==> config.mk <==
export PLATFORM = sky130hd
export DESIGN_NAME = deadline_ordered_timer_queue
export DESIGN_NICKNAME = d
export VERILOG_FILES = /design/src/hw/rtl/dotq_pkg.sv /design/src/hw/rtl/deadline_ordered_timer_queue.sv /design/src/hw/rtl/dotq_ram.sv /design/src/hw/rtl/dotq_alu.sv
export SDC_FILE = /design/constraint.sdc
export NUM_CORES = 1
export LEC_CHECK = 0
export ABC_CLOCK_PERIOD_IN_PS = 6600
export BUFFER_PORTS_ARGS = -buffer_cell sky130_fd_sc_hd__buf_4
export CAP_MARGIN = 30
export CORE_ASPECT_RATIO = 0.9
export CORE_MARGIN = 5
export CORE_UTILIZATION = 57
export CTS_CLUSTER_DIAMETER = 100
export CTS_CLUSTER_SIZE = 16
export DETAILED_ROUTE_END_ITERATION = 10
export GPL_TIMING_DRIVEN = 1
export PLACE_DENSITY_LB_ADDON = 0.08
export SLEW_MARGIN = 5
export SYNTH_ARGS = -nofsm -noshare
export SYNTH_HDL_FRONTEND = slang
export SYNTH_SLANG_ARGS = --single-unit
export TNS_END_PERCENT = 100
==> constraint.sdc <==
create_clock -name clk -period 6.6 [get_ports clk]
set_input_delay 0.99 -clock clk [delete_from_list [all_inputs] [get_ports clk]]
set_output_delay 0.99 -clock clk [all_outputs]
set_load 0.05 [all_outputs]
==> src/hw/rtl/dotq_pkg.sv <==
`timescale 1ns / 1ps
// Shared types and constants for the deadline ordered timer queue.
// No dependencies; imported by the top level, the port checks and the testbench.
package dotq_pkg;

  // Fixed field widths of the input and result words
  localparam int CMD_W     = 2;
  localparam int SLOT_IN_W = 4;
  localparam int STATUS_W  = 2;

  // Defaults for the top-level parameters
  localparam int DEF_SLOTS     = 16;
  localparam int DEF_TIME_BITS = 32;

  // Command codes of the input word
  typedef enum logic [CMD_W-1:0] {
    CMD_REGISTER = 2'd0,
    CMD_START    = 2'd1,
    CMD_TICK     = 2'd2,
    CMD_DELETE   = 2'd3
  } cmd_t;

  // Status codes of the result word
  typedef enum logic [STATUS_W-1:0] {
    ST_DONE       = 2'd0,
    ST_NOT_DUE    = 2'd1,
    ST_NOT_QUEUED = 2'd2
  } status_t;

endpackage

==> src/hw/rtl/deadline_ordered_timer_queue.sv <==
`timescale 1ns / 1ps
// Top level of the deadline ordered timer queue: sequencer, slot tables, queue.
// Depends on dotq_pkg, dotq_ram and dotq_alu.
//
//  Channel | Direction | Handshake           | Word fields
//  in_     | input     | in_valid / in_stall | command, slot, interval, periodic, delay, now
//  out_    | output    | out_valid/out_stall | fired, fired_slot, status
//
// One word is processed at a time; in_stall is high from acceptance until the result is
// loaded into the output register. Register, delete of an unqueued slot, out-of-range
// slots and a tick that fires nothing do not walk the queue; removal and sorted insertion
// walk it entry by entry, both limited by the single read port of the queue order RAM.
// Reset is synchronous; the queue is empty afterward and no clearing pass is needed. A
// stalled result holds the output register; a new word may be accepted while it waits.
module deadline_ordered_timer_queue #(
  parameter int SLOTS     = dotq_pkg::DEF_SLOTS,
  parameter int TIME_BITS = dotq_pkg::DEF_TIME_BITS
) (
  input  logic                          clk,
  input  logic                          rst_n,
  input  logic                          in_valid,
  output logic                          in_stall,
  input  logic [dotq_pkg::CMD_W-1:0]    in_command,
  input  logic [dotq_pkg::SLOT_IN_W-1:0] in_slot,
  input  logic [TIME_BITS-1:0]          in_interval,
  input  logic                          in_periodic,
  input  logic [TIME_BITS-1:0]          in_delay,
  input  logic [TIME_BITS-1:0]          in_now,
  output logic                          out_valid,
  input  logic                          out_stall,
  output logic                          out_fired,
  output logic [dotq_pkg::SLOT_IN_W-1:0] out_fired_slot,
  output logic [dotq_pkg::STATUS_W-1:0] out_status
);

  import dotq_pkg::*;

  localparam int SLOT_W = (SLOTS > 1) ? $clog2(SLOTS) : 1;
  localparam int CNT_W  = $clog2(SLOTS + 1);
  localparam logic [CNT_W-1:0] FULL_CNT = CNT_W'(SLOTS);

  typedef enum logic [15:0] {
    S_IDLE    = 16'h0001,
    S_DISP    = 16'h0002,
    S_H_RD    = 16'h0004,
    S_H_DL    = 16'h0008,
    S_H_CMP   = 16'h0010,
    S_RM_RD   = 16'h0020,
    S_RM_CHK  = 16'h0040,
    S_ST_ADD1 = 16'h0080,
    S_ST_ADD2 = 16'h0100,
    S_PR_RD   = 16'h0200,
    S_PR_ADD  = 16'h0400,
    S_INS_BEG = 16'h0800,
    S_INS_ORD = 16'h1000,
    S_INS_DL  = 16'h2000,
    S_INS_CMP = 16'h4000,
    S_OUT     = 16'h8000
  } state_t;

  // Sequencer and work registers
  state_t               state_r, state_nxt;
  cmd_t                 cmd_r, cmd_nxt;
  logic                 slot_ok_r, slot_ok_nxt;
  logic [SLOT_W-1:0]    wslot_r, wslot_nxt;
  logic [TIME_BITS-1:0] ivl_r, ivl_nxt;
  logic                 per_in_r, per_in_nxt;
  logic [TIME_BITS-1:0] dly_r, dly_nxt;
  logic [TIME_BITS-1:0] now_r, now_nxt;
  logic [TIME_BITS-1:0] dl_r, dl_nxt;
  logic [CNT_W-1:0]     idx_r, idx_nxt;
  logic [CNT_W-1:0]     cnt_r, cnt_nxt;
  logic                 flag_r, flag_nxt;
  logic [SLOT_W-1:0]    carry_r, carry_nxt;
  logic [SLOT_W-1:0]    cur_r, cur_nxt;
  logic                 res_fired_r, res_fired_nxt;
  status_t              res_status_r, res_status_nxt;

  // Per-slot flags
  logic [SLOTS-1:0]     queued_r, queued_nxt;
  logic [SLOTS-1:0]     per_r, per_nxt;
  logic [SLOTS-1:0]     ivl_vld_r, ivl_vld_nxt;

  // Output register
  logic                 out_valid_r, out_valid_nxt;
  logic                 out_fired_r, out_fired_nxt;
  logic [SLOT_IN_W-1:0] out_slot_r, out_slot_nxt;
  status_t              out_status_r, out_status_nxt;

  // RAM ports
  logic                 ord_we;
  logic [SLOT_W-1:0]    ord_waddr, ord_wdata, ord_raddr, ord_rdata;
  logic                 dl_we;
  logic [TIME_BITS-1:0] dl_rdata;
  logic                 ivl_we;
  logic [TIME_BITS-1:0] ivl_rdata, ivl_val;

  // Shared unit
  logic [TIME_BITS-1:0] alu_a, alu_b, alu_sum;
  logic                 alu_sub, alu_borrow;

  logic in_acc, out_free;

  assign in_acc   = in_valid & ~in_stall;
  assign out_free = ~out_valid_r | ~out_stall;
  assign in_stall = (state_r != S_IDLE);
  assign ivl_val  = ivl_vld_r[wslot_r] ? ivl_rdata : '0;

  // Queue order: slot indices sorted by deadline
  dotq_ram #(.WIDTH(SLOT_W), .DEPTH(SLOTS), .AW(SLOT_W)) u_order (
    .clk   (clk),
    .we    (ord_we),
    .waddr (ord_waddr),
    .wdata (ord_wdata),
    .raddr (ord_raddr),
    .rdata (ord_rdata)
  );

  // Deadline table, read at the slot just fetched from the queue
  dotq_ram #(.WIDTH(TIME_BITS), .DEPTH(SLOTS), .AW(SLOT_W)) u_deadline (
    .clk   (clk),
    .we    (dl_we),
    .waddr (wslot_r),
    .wdata (alu_sum),
    .raddr (ord_rdata),
    .rdata (dl_rdata)
  );

  // Interval table, always read at the working slot
  dotq_ram #(.WIDTH(TIME_BITS), .DEPTH(SLOTS), .AW(SLOT_W)) u_interval (
    .clk   (clk),
    .we    (ivl_we),
    .waddr (wslot_r),
    .wdata (ivl_r),
    .raddr (wslot_r),
    .rdata (ivl_rdata)
  );

  dotq_alu #(.W(TIME_BITS)) u_alu (
    .a      (alu_a),
    .b      (alu_b),
    .sub    (alu_sub),
    .sum    (alu_sum),
    .borrow (alu_borrow)
  );

  // Select operands for the shared unit
  always_comb begin
    alu_a   = dl_r;
    alu_b   = dl_rdata;
    alu_sub = 1'b1;
    unique case (state_r)
      S_ST_ADD1: begin
        alu_a   = now_r;
        alu_b   = dly_r;
        alu_sub = 1'b0;
      end
      S_ST_ADD2: begin
        alu_a   = dl_r;
        alu_b   = ivl_val;
        alu_sub = 1'b0;
      end
      S_PR_ADD: begin
        alu_a   = now_r;
        alu_b   = ivl_val;
        alu_sub = 1'b0;
      end
      S_H_CMP: begin
        alu_a   = now_r;
        alu_b   = dl_rdata;
        alu_sub = 1'b1;
      end
      default: begin
        alu_a   = dl_r;
        alu_b   = dl_rdata;
        alu_sub = 1'b1;
      end
    endcase
  end

  // Sequencer
  always_comb begin
    state_nxt      = state_r;
    cmd_nxt        = cmd_r;
    slot_ok_nxt    = slot_ok_r;
    wslot_nxt      = wslot_r;
    ivl_nxt        = ivl_r;
    per_in_nxt     = per_in_r;
    dly_nxt        = dly_r;
    now_nxt        = now_r;
    dl_nxt         = dl_r;
    idx_nxt        = idx_r;
    cnt_nxt        = cnt_r;
    flag_nxt       = flag_r;
    carry_nxt      = carry_r;
    cur_nxt        = cur_r;
    res_fired_nxt  = res_fired_r;
    res_status_nxt = res_status_r;
    queued_nxt     = queued_r;
    per_nxt        = per_r;
    ivl_vld_nxt    = ivl_vld_r;
    out_valid_nxt  = out_valid_r;
    out_fired_nxt  = out_fired_r;
    out_slot_nxt   = out_slot_r;
    out_status_nxt = out_status_r;
    ord_we         = 1'b0;
    ord_waddr      = idx_r[SLOT_W-1:0];
    ord_wdata      = carry_r;
    ord_raddr      = idx_r[SLOT_W-1:0];
    dl_we          = 1'b0;
    ivl_we         = 1'b0;

    // Drop the result word once taken
    if (out_valid_r && !out_stall) begin
      out_valid_nxt = 1'b0;
    end

    unique case (state_r)
      S_IDLE: begin
        // Capture the input word
        if (in_acc) begin
          cmd_nxt     = cmd_t'(in_command);
          slot_ok_nxt = (32'(in_slot) < 32'(SLOTS));
          wslot_nxt   = SLOT_W'(in_slot);
          ivl_nxt     = in_interval;
          per_in_nxt  = in_periodic;
          dly_nxt     = in_delay;
          now_nxt     = in_now;
          state_nxt   = S_DISP;
        end
      end

      S_DISP: begin
        res_fired_nxt  = 1'b0;
        res_status_nxt = ST_DONE;
        idx_nxt        = '0;
        flag_nxt       = 1'b0;
        if (cmd_r == CMD_TICK) begin
          if (cnt_r == '0) begin
            res_status_nxt = ST_NOT_DUE;
            state_nxt      = S_OUT;
          end else begin
            state_nxt = S_H_RD;
          end
        end else if (!slot_ok_r) begin
          res_status_nxt = ST_NOT_QUEUED;
          state_nxt      = S_OUT;
        end else begin
          unique case (cmd_r)
            CMD_REGISTER: begin
              ivl_we               = 1'b1;
              ivl_vld_nxt[wslot_r] = 1'b1;
              per_nxt[wslot_r]     = per_in_r;
              state_nxt            = S_OUT;
            end
            CMD_START: begin
              state_nxt = queued_r[wslot_r] ? S_RM_RD : S_ST_ADD1;
            end
            default: begin
              if (queued_r[wslot_r]) begin
                state_nxt = S_RM_RD;
              end else begin
                res_status_nxt = ST_NOT_QUEUED;
                state_nxt      = S_OUT;
              end
            end
          endcase
        end
      end

      // Fetch the head slot and its deadline
      S_H_RD: begin
        ord_raddr = '0;
        state_nxt = S_H_DL;
      end

      S_H_DL: begin
        wslot_nxt = ord_rdata;
        state_nxt = S_H_CMP;
      end

      S_H_CMP: begin
        if (alu_borrow) begin
          res_status_nxt = ST_NOT_DUE;
          state_nxt      = S_OUT;
        end else begin
          res_fired_nxt = 1'b1;
          idx_nxt       = '0;
          flag_nxt      = 1'b0;
          state_nxt     = S_RM_RD;
        end
      end

      // Remove: walk the queue, shift entries after the match down by one
      S_RM_RD: begin
        state_nxt = S_RM_CHK;
      end

      S_RM_CHK: begin
        if (flag_r) begin
          ord_we    = 1'b1;
          ord_waddr = SLOT_W'(idx_r - 1'b1);
          ord_wdata = ord_rdata;
        end
        if (ord_rdata == wslot_r) begin
          flag_nxt = 1'b1;
        end
        if (CNT_W'(idx_r + 1'b1) == cnt_r) begin
          cnt_nxt             = CNT_W'(cnt_r - 1'b1);
          queued_nxt[wslot_r] = 1'b0;
          if (cmd_r == CMD_START) begin
            state_nxt = S_ST_ADD1;
          end else if (cmd_r == CMD_TICK && per_r[wslot_r]) begin
            state_nxt = S_PR_RD;
          end else begin
            state_nxt = S_OUT;
          end
        end else begin
          idx_nxt   = CNT_W'(idx_r + 1'b1);
          state_nxt = S_RM_RD;
        end
      end

      // Start deadline: now + delay, then + interval
      S_ST_ADD1: begin
        dl_nxt    = alu_sum;
        state_nxt = S_ST_ADD2;
      end

      S_ST_ADD2: begin
        dl_nxt    = alu_sum;
        dl_we     = 1'b1;
        state_nxt = S_INS_BEG;
      end

      // Periodic rearm: now + interval
      S_PR_RD: begin
        state_nxt = S_PR_ADD;
      end

      S_PR_ADD: begin
        dl_nxt    = alu_sum;
        dl_we     = 1'b1;
        state_nxt = S_INS_BEG;
      end

      S_INS_BEG: begin
        idx_nxt  = '0;
        flag_nxt = 1'b0;
        if (cnt_r == FULL_CNT) begin
          state_nxt = S_OUT;
        end else begin
          state_nxt = S_INS_ORD;
        end
      end

      // Insert: walk the queue, place the slot before the first later deadline
      S_INS_ORD: begin
        if (idx_r == cnt_r) begin
          ord_we              = 1'b1;
          ord_waddr           = idx_r[SLOT_W-1:0];
          ord_wdata           = flag_r ? carry_r : wslot_r;
          cnt_nxt             = CNT_W'(cnt_r + 1'b1);
          queued_nxt[wslot_r] = 1'b1;
          state_nxt           = S_OUT;
        end else begin
          state_nxt = S_INS_DL;
        end
      end

      S_INS_DL: begin
        cur_nxt = ord_rdata;
        if (flag_r) begin
          // Already placed: ripple the carried entry up one
          ord_we    = 1'b1;
          ord_wdata = carry_r;
          carry_nxt = ord_rdata;
          idx_nxt   = CNT_W'(idx_r + 1'b1);
          state_nxt = S_INS_ORD;
        end else begin
          state_nxt = S_INS_CMP;
        end
      end

      S_INS_CMP: begin
        if (alu_borrow) begin
          ord_we    = 1'b1;
          ord_wdata = wslot_r;
          carry_nxt = cur_r;
          flag_nxt  = 1'b1;
        end
        idx_nxt   = CNT_W'(idx_r + 1'b1);
        state_nxt = S_INS_ORD;
      end

      // Load the result word when the output register is free
      S_OUT: begin
        if (out_free) begin
          out_valid_nxt  = 1'b1;
          out_fired_nxt  = res_fired_r;
          out_slot_nxt   = res_fired_r ? SLOT_IN_W'(wslot_r) : '0;
          out_status_nxt = res_status_r;
          state_nxt      = S_IDLE;
        end
      end

      default: begin
        state_nxt = S_IDLE;
      end
    endcase
  end

  // Control state
  always_ff @(posedge clk) begin
    if (!rst_n) begin
      state_r     <= S_IDLE;
      cnt_r       <= '0;
      queued_r    <= '0;
      per_r       <= '0;
      ivl_vld_r   <= '0;
      out_valid_r <= 1'b0;
    end else begin
      state_r     <= state_nxt;
      cnt_r       <= cnt_nxt;
      queued_r    <= queued_nxt;
      per_r       <= per_nxt;
      ivl_vld_r   <= ivl_vld_nxt;
      out_valid_r <= out_valid_nxt;
    end
  end

  // Payload and work registers
  always_ff @(posedge clk) begin
    cmd_r        <= cmd_nxt;
    slot_ok_r    <= slot_ok_nxt;
    wslot_r      <= wslot_nxt;
    ivl_r        <= ivl_nxt;
    per_in_r     <= per_in_nxt;
    dly_r        <= dly_nxt;
    now_r        <= now_nxt;
    dl_r         <= dl_nxt;
    idx_r        <= idx_nxt;
    flag_r       <= flag_nxt;
    carry_r      <= carry_nxt;
    cur_r        <= cur_nxt;
    res_fired_r  <= res_fired_nxt;
    res_status_r <= res_status_nxt;
    out_fired_r  <= out_fired_nxt;
    out_slot_r   <= out_slot_nxt;
    out_status_r <= out_status_nxt;
  end

  assign out_valid      = out_valid_r;
  assign out_fired      = out_fired_r;
  assign out_fired_slot = out_slot_r;
  assign out_status     = out_status_r;

endmodule

==> src/hw/rtl/dotq_ram.sv <==
`timescale 1ns / 1ps
// Generic single-write, single-read RAM with registered read data.
// No dependencies.
module dotq_ram #(
  parameter int WIDTH = 32,
  parameter int DEPTH = 16,
  parameter int AW    = (DEPTH > 1) ? $clog2(DEPTH) : 1
) (
  input  logic             clk,
  input  logic             we,
  input  logic [AW-1:0]    waddr,
  input  logic [WIDTH-1:0] wdata,
  input  logic [AW-1:0]    raddr,
  output logic [WIDTH-1:0] rdata
);

  logic [WIDTH-1:0] mem [DEPTH];
  logic [WIDTH-1:0] rdata_r;

  // Write port and registered read port
  always_ff @(posedge clk) begin
    if (we) begin
      mem[waddr] <= wdata;
    end
    rdata_r <= mem[raddr];
  end

  assign rdata = rdata_r;

endmodule

==> src/hw/rtl/dotq_alu.sv <==
`timescale 1ns / 1ps
// Shared adder/subtractor used for deadline sums and unsigned compares.
// No dependencies.
module dotq_alu #(
  parameter int W = 32
) (
  input  logic [W-1:0] a,
  input  logic [W-1:0] b,
  input  logic         sub,
  output logic [W-1:0] sum,
  output logic         borrow
);

  logic [W:0] ext;

  // Add, or subtract via inverted operand and carry in
  assign ext    = {1'b0, a} + {1'b0, (sub ? ~b : b)} + (W+1)'(sub);
  assign sum    = ext[W-1:0];
  // Borrow out means a < b unsigned
  assign borrow = sub & ~ext[W];

endmodule

# --- After elaboration in Yosys (flattened, before gate mapping) ---
# Memories as Yosys holds them, arrays and structs flattened. A register that Yosys moved wholly into a read port is not among the register bits.
# Cells that the tools add are included.
# Widths: inputs -> output; s select.
totals:
  register_bits: 229
  mem_bits_rw: 1088
  input_bits: 107
  memories: 3
memory_table:
  columns: ["memory", "words", "word_bits", "read_ports", "rd_clocked_by_memory_dff", "wr", "line", "text"]
  rows:
  - ["u_deadline.mem", 16, 32, 1, 1, 1, "dotq_ram.sv:17", "logic [WIDTH-1:0] mem [DEPTH];"]
  - ["u_interval.mem", 16, 32, 1, 1, 1, "dotq_ram.sv:17", null]
  - ["u_order.mem", 16, 4, 1, 1, 1, "dotq_ram.sv:17", null]
op_classes:
  n_addsub: 6
  n_lt_le_gt_ge: 2
  n_eq_ne: 33
  muxes: 80
  n_bitwise: 13
  n_reduce_logical: 29
op_table:
  columns: ["op", "count"]
  rows:
  - ["$pmux 16 s15", 1]
  - ["$mux 16", 13]
  - ["$mux 32", 3]
  - ["$pmux 16 s2", 2]
  - ["$pmux 32 s2", 1]
  - ["$mux 4", 9]
  - ["$add 32x32->33", 1]
  - ["$add 33x1->33", 1]
  - ["$not 32->32", 1]
  - ["$or 16x16->16", 2]
  - ["$mux 1", 26]
  - ["$mux 5", 5]
  - ["$pmux 5 s5", 1]
  - ["$ne 2x2->1 const B", 10]
  - ["$and 16x16->16", 1]
  - ["$bwmux 16", 1]
  - ["$eq 16x1->1 const B", 1]
  - ["$eq 16x10->1 const B", 1]
  - ["$eq 16x11->1 const B", 1]
  - ["$eq 16x12->1 const B", 1]
  - ["$eq 16x13->1 const B", 1]
  - ["$eq 16x14->1 const B", 1]
  - ["$eq 16x15->1 const B", 1]
  - ["$eq 16x16->1 const B", 1]
  - ["47 further kinds", 77]

# --- Logic depth before layout (Yosys ltp) ---
depth:
  depth_word: 14
  depth_mapped: 19
  mapped_depth_nobuf: 16

# --- Cells and area by module ---
# A second synthesis with hierarchy kept.
unflattened:
  cells_unflattened: 2885
  area_unflattened_um2: 54468.5
by_module_without_submodules:
  columns: ["mod", "instances", "cells_per_inst", "area_each_um2", "seq_area_each_um2"]
  rows:
  - ["dotq_ram at u_deadline ...", 2, 838, 19835.3, 16015.4]
  - ["deadline_ordered_timer_queue", 1, 784, 9935.8, 6175.9]
  - ["dotq_ram at u_order", 1, 130, 2666.3, 2001.9]
  - ["dotq_alu", 1, 295, 2195.9, 0.0]

# --- Least setup slack after synthesis ---
# OpenSTA, ideal clock, no wires.
synth_path:
  kind: "register to register"
  from: "register state_r[15]"
  to: "memory u_order.mem[0][0] (netlist bit) (data pin)"
  setup_ns: 0.307
  arrival_time_ns: 4.962
  required_time_ns: 6.293
  setup_slack_ns: 1.331
  stages_incl_launch_ff: 16
  n_path_buf: 0
  path_cell_list: "dfxtp_1 nor4_4 nand3_1 nor2_2 nor4b_1 nor2_1 fa_1 a21o_1 a21oi_1 o211ai_1 a221oi_2 o21ai_1 a21oi_1 o21a_1 o221ai_1 a221o_1"
synth_between:
  elab_chain_len: 11
  word_cells_on_any_way: 21
  cone_classes: "2 x add/sub; 7 x eq/ne; 6 x mux; 3 x bitwise; 3 x reduce/logical"
synth_rtl:
  columns: ["item", "line", "text"]
  rows:
  - ["start, declared", "deadline_ordered_timer_queue.sv:62", "state_t state_r, state_nxt;"]
  - ["start signal, assigned", "deadline_ordered_timer_queue.sv:423", "state_r <= state_nxt;"]
  - ["$eq 16x11->1 or $eq 16x9->1 (tied branches)", "deadline_ordered_timer_queue.sv:152", "unique case (state_r)"]
  - ["$reduce_or 2->1 (no line)", null, null]
  - ["$pmux 32 s2", "deadline_ordered_timer_queue.sv:152", null]
  - ["$not 32->32", "dotq_alu.sv:17", "assign ext = {1'b0, a} + {1'b0, (sub ? ~b : b)} + (W+1)'(sub);"]
  - ["$mux 32", "dotq_alu.sv:17", null]
  - ["$add 32x32->33", "dotq_alu.sv:17", null]
  - ["$add 33x1->33", "dotq_alu.sv:17", null]
  - ["$not 1->1", "dotq_alu.sv:20", "assign borrow = sub & ~ext[W];"]
  - ["$and 1x1->1", "dotq_alu.sv:20", null]
  - ["$mux 4", "deadline_ordered_timer_queue.sv:386", "if (alu_borrow) begin"]
  - ["$pmux 4 s3 (*)", "deadline_ordered_timer_queue.sv:218", "unique case (state_r)"]
  - ["net ord_wdata[0]", "deadline_ordered_timer_queue.sv:92", "logic [SLOT_W-1:0] ord_waddr, ord_wdata, ord_raddr, ord_rdata;"]
  - ["end, declared", "dotq_ram.sv:17", null]
# Mark *: on every way through the listed nets, which the timed path passes. The rest lies on a longest branch.

# --- Worst setup path in the final report ---
layout_path:
  from: "register state_r[15]"
  to: "memory u_order.mem[2][2] (netlist bit) (data pin)"
# Same word-level chain as after synthesis.

==> impl_metrics.env <==
export IMPL_arrival_ps=6560
export IMPL_maxCapViolations=0
export IMPL_synth_cell_types=74
export IMPL_postSynthCellCount=2735
export IMPL_fin_setup_tns_ps=0
export IMPL_ir_drop_mv=0.246
export IMPL_antenna_found_initial=4
export IMPL_cts_root_buf="clkbuf_16"
export IMPL_synth_edf_count=1247
export IMPL_synth_net_count=2880
export IMPL_nets=3051
export IMPL_syn_area_sq_um=54100
export IMPL_drc=0
export IMPL_grt_max_degree=148
export IMPL_route_detailed_wl_per_inst_um=30.2
export IMPL_cts_hold_buf=0
export IMPL_yosysWarnings=0
export IMPL_final_hold_viol_count=0
export IMPL_wirelength_um=128000
export IMPL_min_period_ps=6240
export IMPL_hp_class="flop to flop"
export IMPL_via_count=27200
export IMPL_crit_type="flop to flop"
export IMPL_insertion_delay_ps=700
export IMPL_p_leak_nw=19.3
export IMPL_crit_path_end_kind="flop"
export IMPL_powerDensity_nw_per_um2=279
export IMPL_rows=107
export IMPL_ctsResizeCount=0
export IMPL_antenna_cells=0
export IMPL_hold_start="res_status_r[1]$_SDFFCE_PP0P_"
export IMPL_nFillCells=6443
export IMPL_first_pass_iters=6
export IMPL_syn_area_per_cell_sq_um=19.8
export IMPL_io_pins=116
export IMPL_synth_compound_area_frac=0.0376
export IMPL_maxSlewHeadroom=0.0800
export IMPL_dp_hpwl_um=74800
export IMPL_cts_sinks=1385
export IMPL_crit_path_start_kind="flop"
export IMPL_synth_mux_area_frac=0.153
export IMPL_final_cell_mix="edfxtp_1, mux4_2, buf_4"
export IMPL_die_x_um=335
export IMPL_gp_congestion=0.878
export IMPL_core_area_sq_um=94400
export IMPL_r2r_start="state_r[15]$_SDFFE_PN0P_"
export IMPL_finalClockSkew_ps=32.3
export IMPL_grt_pass1_vias=27600
export IMPL_ys_seq_area_frac=0.744
export IMPL_dr_first_iter_drc_count=3015
export IMPL_drtAntennaViolNets=0
export IMPL_synthXorXnorAreaFrac=0.00826
export IMPL_cts_setup_buffers=0
export IMPL_post_route_util=0.635
export IMPL_status="finished, final reports clean"
export IMPL_r2r_cells=15
export IMPL_track_usage=0.252
export IMPL_start_util=0.573
export IMPL_synth_largest_area_cell="edfxtp_1"
export IMPL_clk_pin_slew_ps=70
export IMPL_cts_buffer_depth=3
export IMPL_yosys_area_share_simple=0.0366
export IMPL_whs_path_depth=0
export IMPL_grt_pass1_wl_um=186000
export IMPL_synth_main_ff_cell="edfxtp_1"
export IMPL_critPathMaxFanout=16
export IMPL_setup_viol_count_final=0
export IMPL_synthAdderAreaFrac=0.00907
export IMPL_io_buffers=115
export IMPL_rsz0062_at_grt="no"
export IMPL_yosysTopAreaCellShare=0.693
export IMPL_overflow=0
export IMPL_ys_seq_elements=1385
export IMPL_cts_tree="yes"
export IMPL_reg2reg_slack_ps=360
export IMPL_die_area_sq_um=101000
export IMPL_synthTopCellsByArea="edfxtp_1, mux4_2, dfxtp_1, nor2_1, mux2_2"
export IMPL_hold_path_end="out_status[1]$_DFFE_PP_"
export IMPL_fmax_mhz=160
export IMPL_slew_viol_final=0
export IMPL_synth_top_family_by_area="multiplexers"
export IMPL_die_y_um=302
export IMPL_cts_buffers_inserted=96
export IMPL_period_share=0.945
export IMPL_final_common_cell="edfxtp_1"
export IMPL_drive_gt1_frac=0.254
export IMPL_required_ps=6920
export IMPL_drt_vias_per_instance=6.44
export IMPL_htreeDepth=3
export IMPL_worstMarginPinSlew_ps=1380
export IMPL_postSynth_asyncResetShare=0
export IMPL_timing_rr_end="u_order.mem[2][2]$_DFFE_PP_"
export IMPL_area_delta_synth_final_pct=11.0
Yosys cell counts, types with 7 or more instances:
cell / number
edfxtp_1: 1247
mux4_2: 334
dfxtp_1: 138
nor2_1: 136
nand2_1: 95
clkbuf_1: 92
a21oi_1: 78
o21ai_0: 57
mux2_2: 43
a221o_1: 36
ha_1: 36
buf_1: 33
a21o_1: 31
xor2_1: 29
mux2i_1: 27
xnor2_1: 22
nand3_1: 21
or3_1: 20
o21a_1: 19
inv_1: 18
and2_1: 16
and3_1: 16
buf_2: 16
nor2b_1: 15
nand4_1: 14
nor3_1: 14
a211oi_1: 11
a31oi_1: 11
o22ai_1: 11
o21bai_1: 9
and4b_1: 7
registers in the layout, summed over array words and instances, names as in the netlist, 4 cells and up, named ones only:
register and count:
cur_r 4, u_deadline.rdata 32, u_order.rdata 4, cnt_r 5, u_order.mem 64, out_fired_slot 4
ivl_r 32, carry_r 4, wslot_r 4, idx_r 5, dl_r 32, u_deadline.mem 512
u_interval.rdata 32, per_r 16, state_r 16, u_interval.mem 512, dly_r 32, ivl_vld_r 16
now_r 32
kinds of logic after synthesis:
| kind of cell | Yosys count |
|---|---|
| mux | 404 |
| xor+xnor | 51 |
| fa+ha+maj | 38 |
| flops | 1385 |
| buf+inv | 160 |
| compound gates | 302 |
| simple gates | 395 |
layer usage:
layer	global-route usage	vias up	part of all wire
li1	-	11500	-
met1	0.364	14500	0.41
met2	0.420	1023	0.50
met3	0.0332	187	0.065
met4	0.0626	0	0.024
met5	0	-	0
where the power goes:
part           switching (mW)  internal [mW]  leakage, nW
sequential              0.153           9.86         12.4
clock                    2.84           2.79         1.32
combinational           0.642          0.445         5.58
total                    3.63           13.1         19.3
critical path, stage by stage (launching register included):
cell	delay, ps
dfxtp_1	370
nor4_4	470
nand3_1	270
nor4b_4	760
o221a_2	300
nor2_1	70
fa_1	490
a21o_1	180
a21oi_1	270
o211ai_1	170
a221oi_2	430
o21ai_1	300
a21oi_1	450
o21a_1	300
o221ai_1	320
a221o_1	700
worst max path at each step:
stage	start	to	slack, ps
2_1_floorplan	state_r[15]$_SDFFE_PN0P_	u_order.mem[0][0]$_DFFE_PP_	1330
3_3_place_gp	state_r[15]$_SDFFE_PN0P_	u_order.mem[4][0]$_DFFE_PP_	610
3_5_place_dp	state_r[15]$_SDFFE_PN0P_	u_order.mem[0][3]$_DFFE_PP_	450
4_1_cts	state_r[15]$_SDFFE_PN0P_	u_deadline.mem[13][30]$_DFFE_PP_	430
5_1_grt	state_r[15]$_SDFFE_PN0P_	u_order.mem[2][0]$_DFFE_PP_	80
6_report	state_r[15]$_SDFFE_PN0P_	u_order.mem[2][2]$_DFFE_PP_	360
area by class of cell:
| cell class | instances | area (sq um) | area share |
|---|---|---|---|
| inverters | 19 | 71.3 | 0.00119 |
| flip-flops and latches | 1385 | 40200 | 0.671 |
| well taps | 1253 | 1570 | 0.0261 |
| clock buffers | 161 | 2690 | 0.0448 |
| multi-input cells | 1190 | 13500 | 0.225 |
| clock inverters | 6 | 82.6 | 0.00138 |
| repair buffers | 214 | 1850 | 0.0308 |
metrics by stage:
step	cell area, sq um	hold WS [ps]	setup slack [ps]	total power [mW]	cells
floorplan	54100	400	1330	10.8	2735
global placement	56700	436	608	11.2	4022
finish	60000	432	360	16.7	4228
global route	60000	440	78.4	17.3	4228
detailed placement	57100	424	453	11.3	4047
CTS	59800	428	432	16.8	4214
No activity file was read; power rests on OpenSTA's default activity.
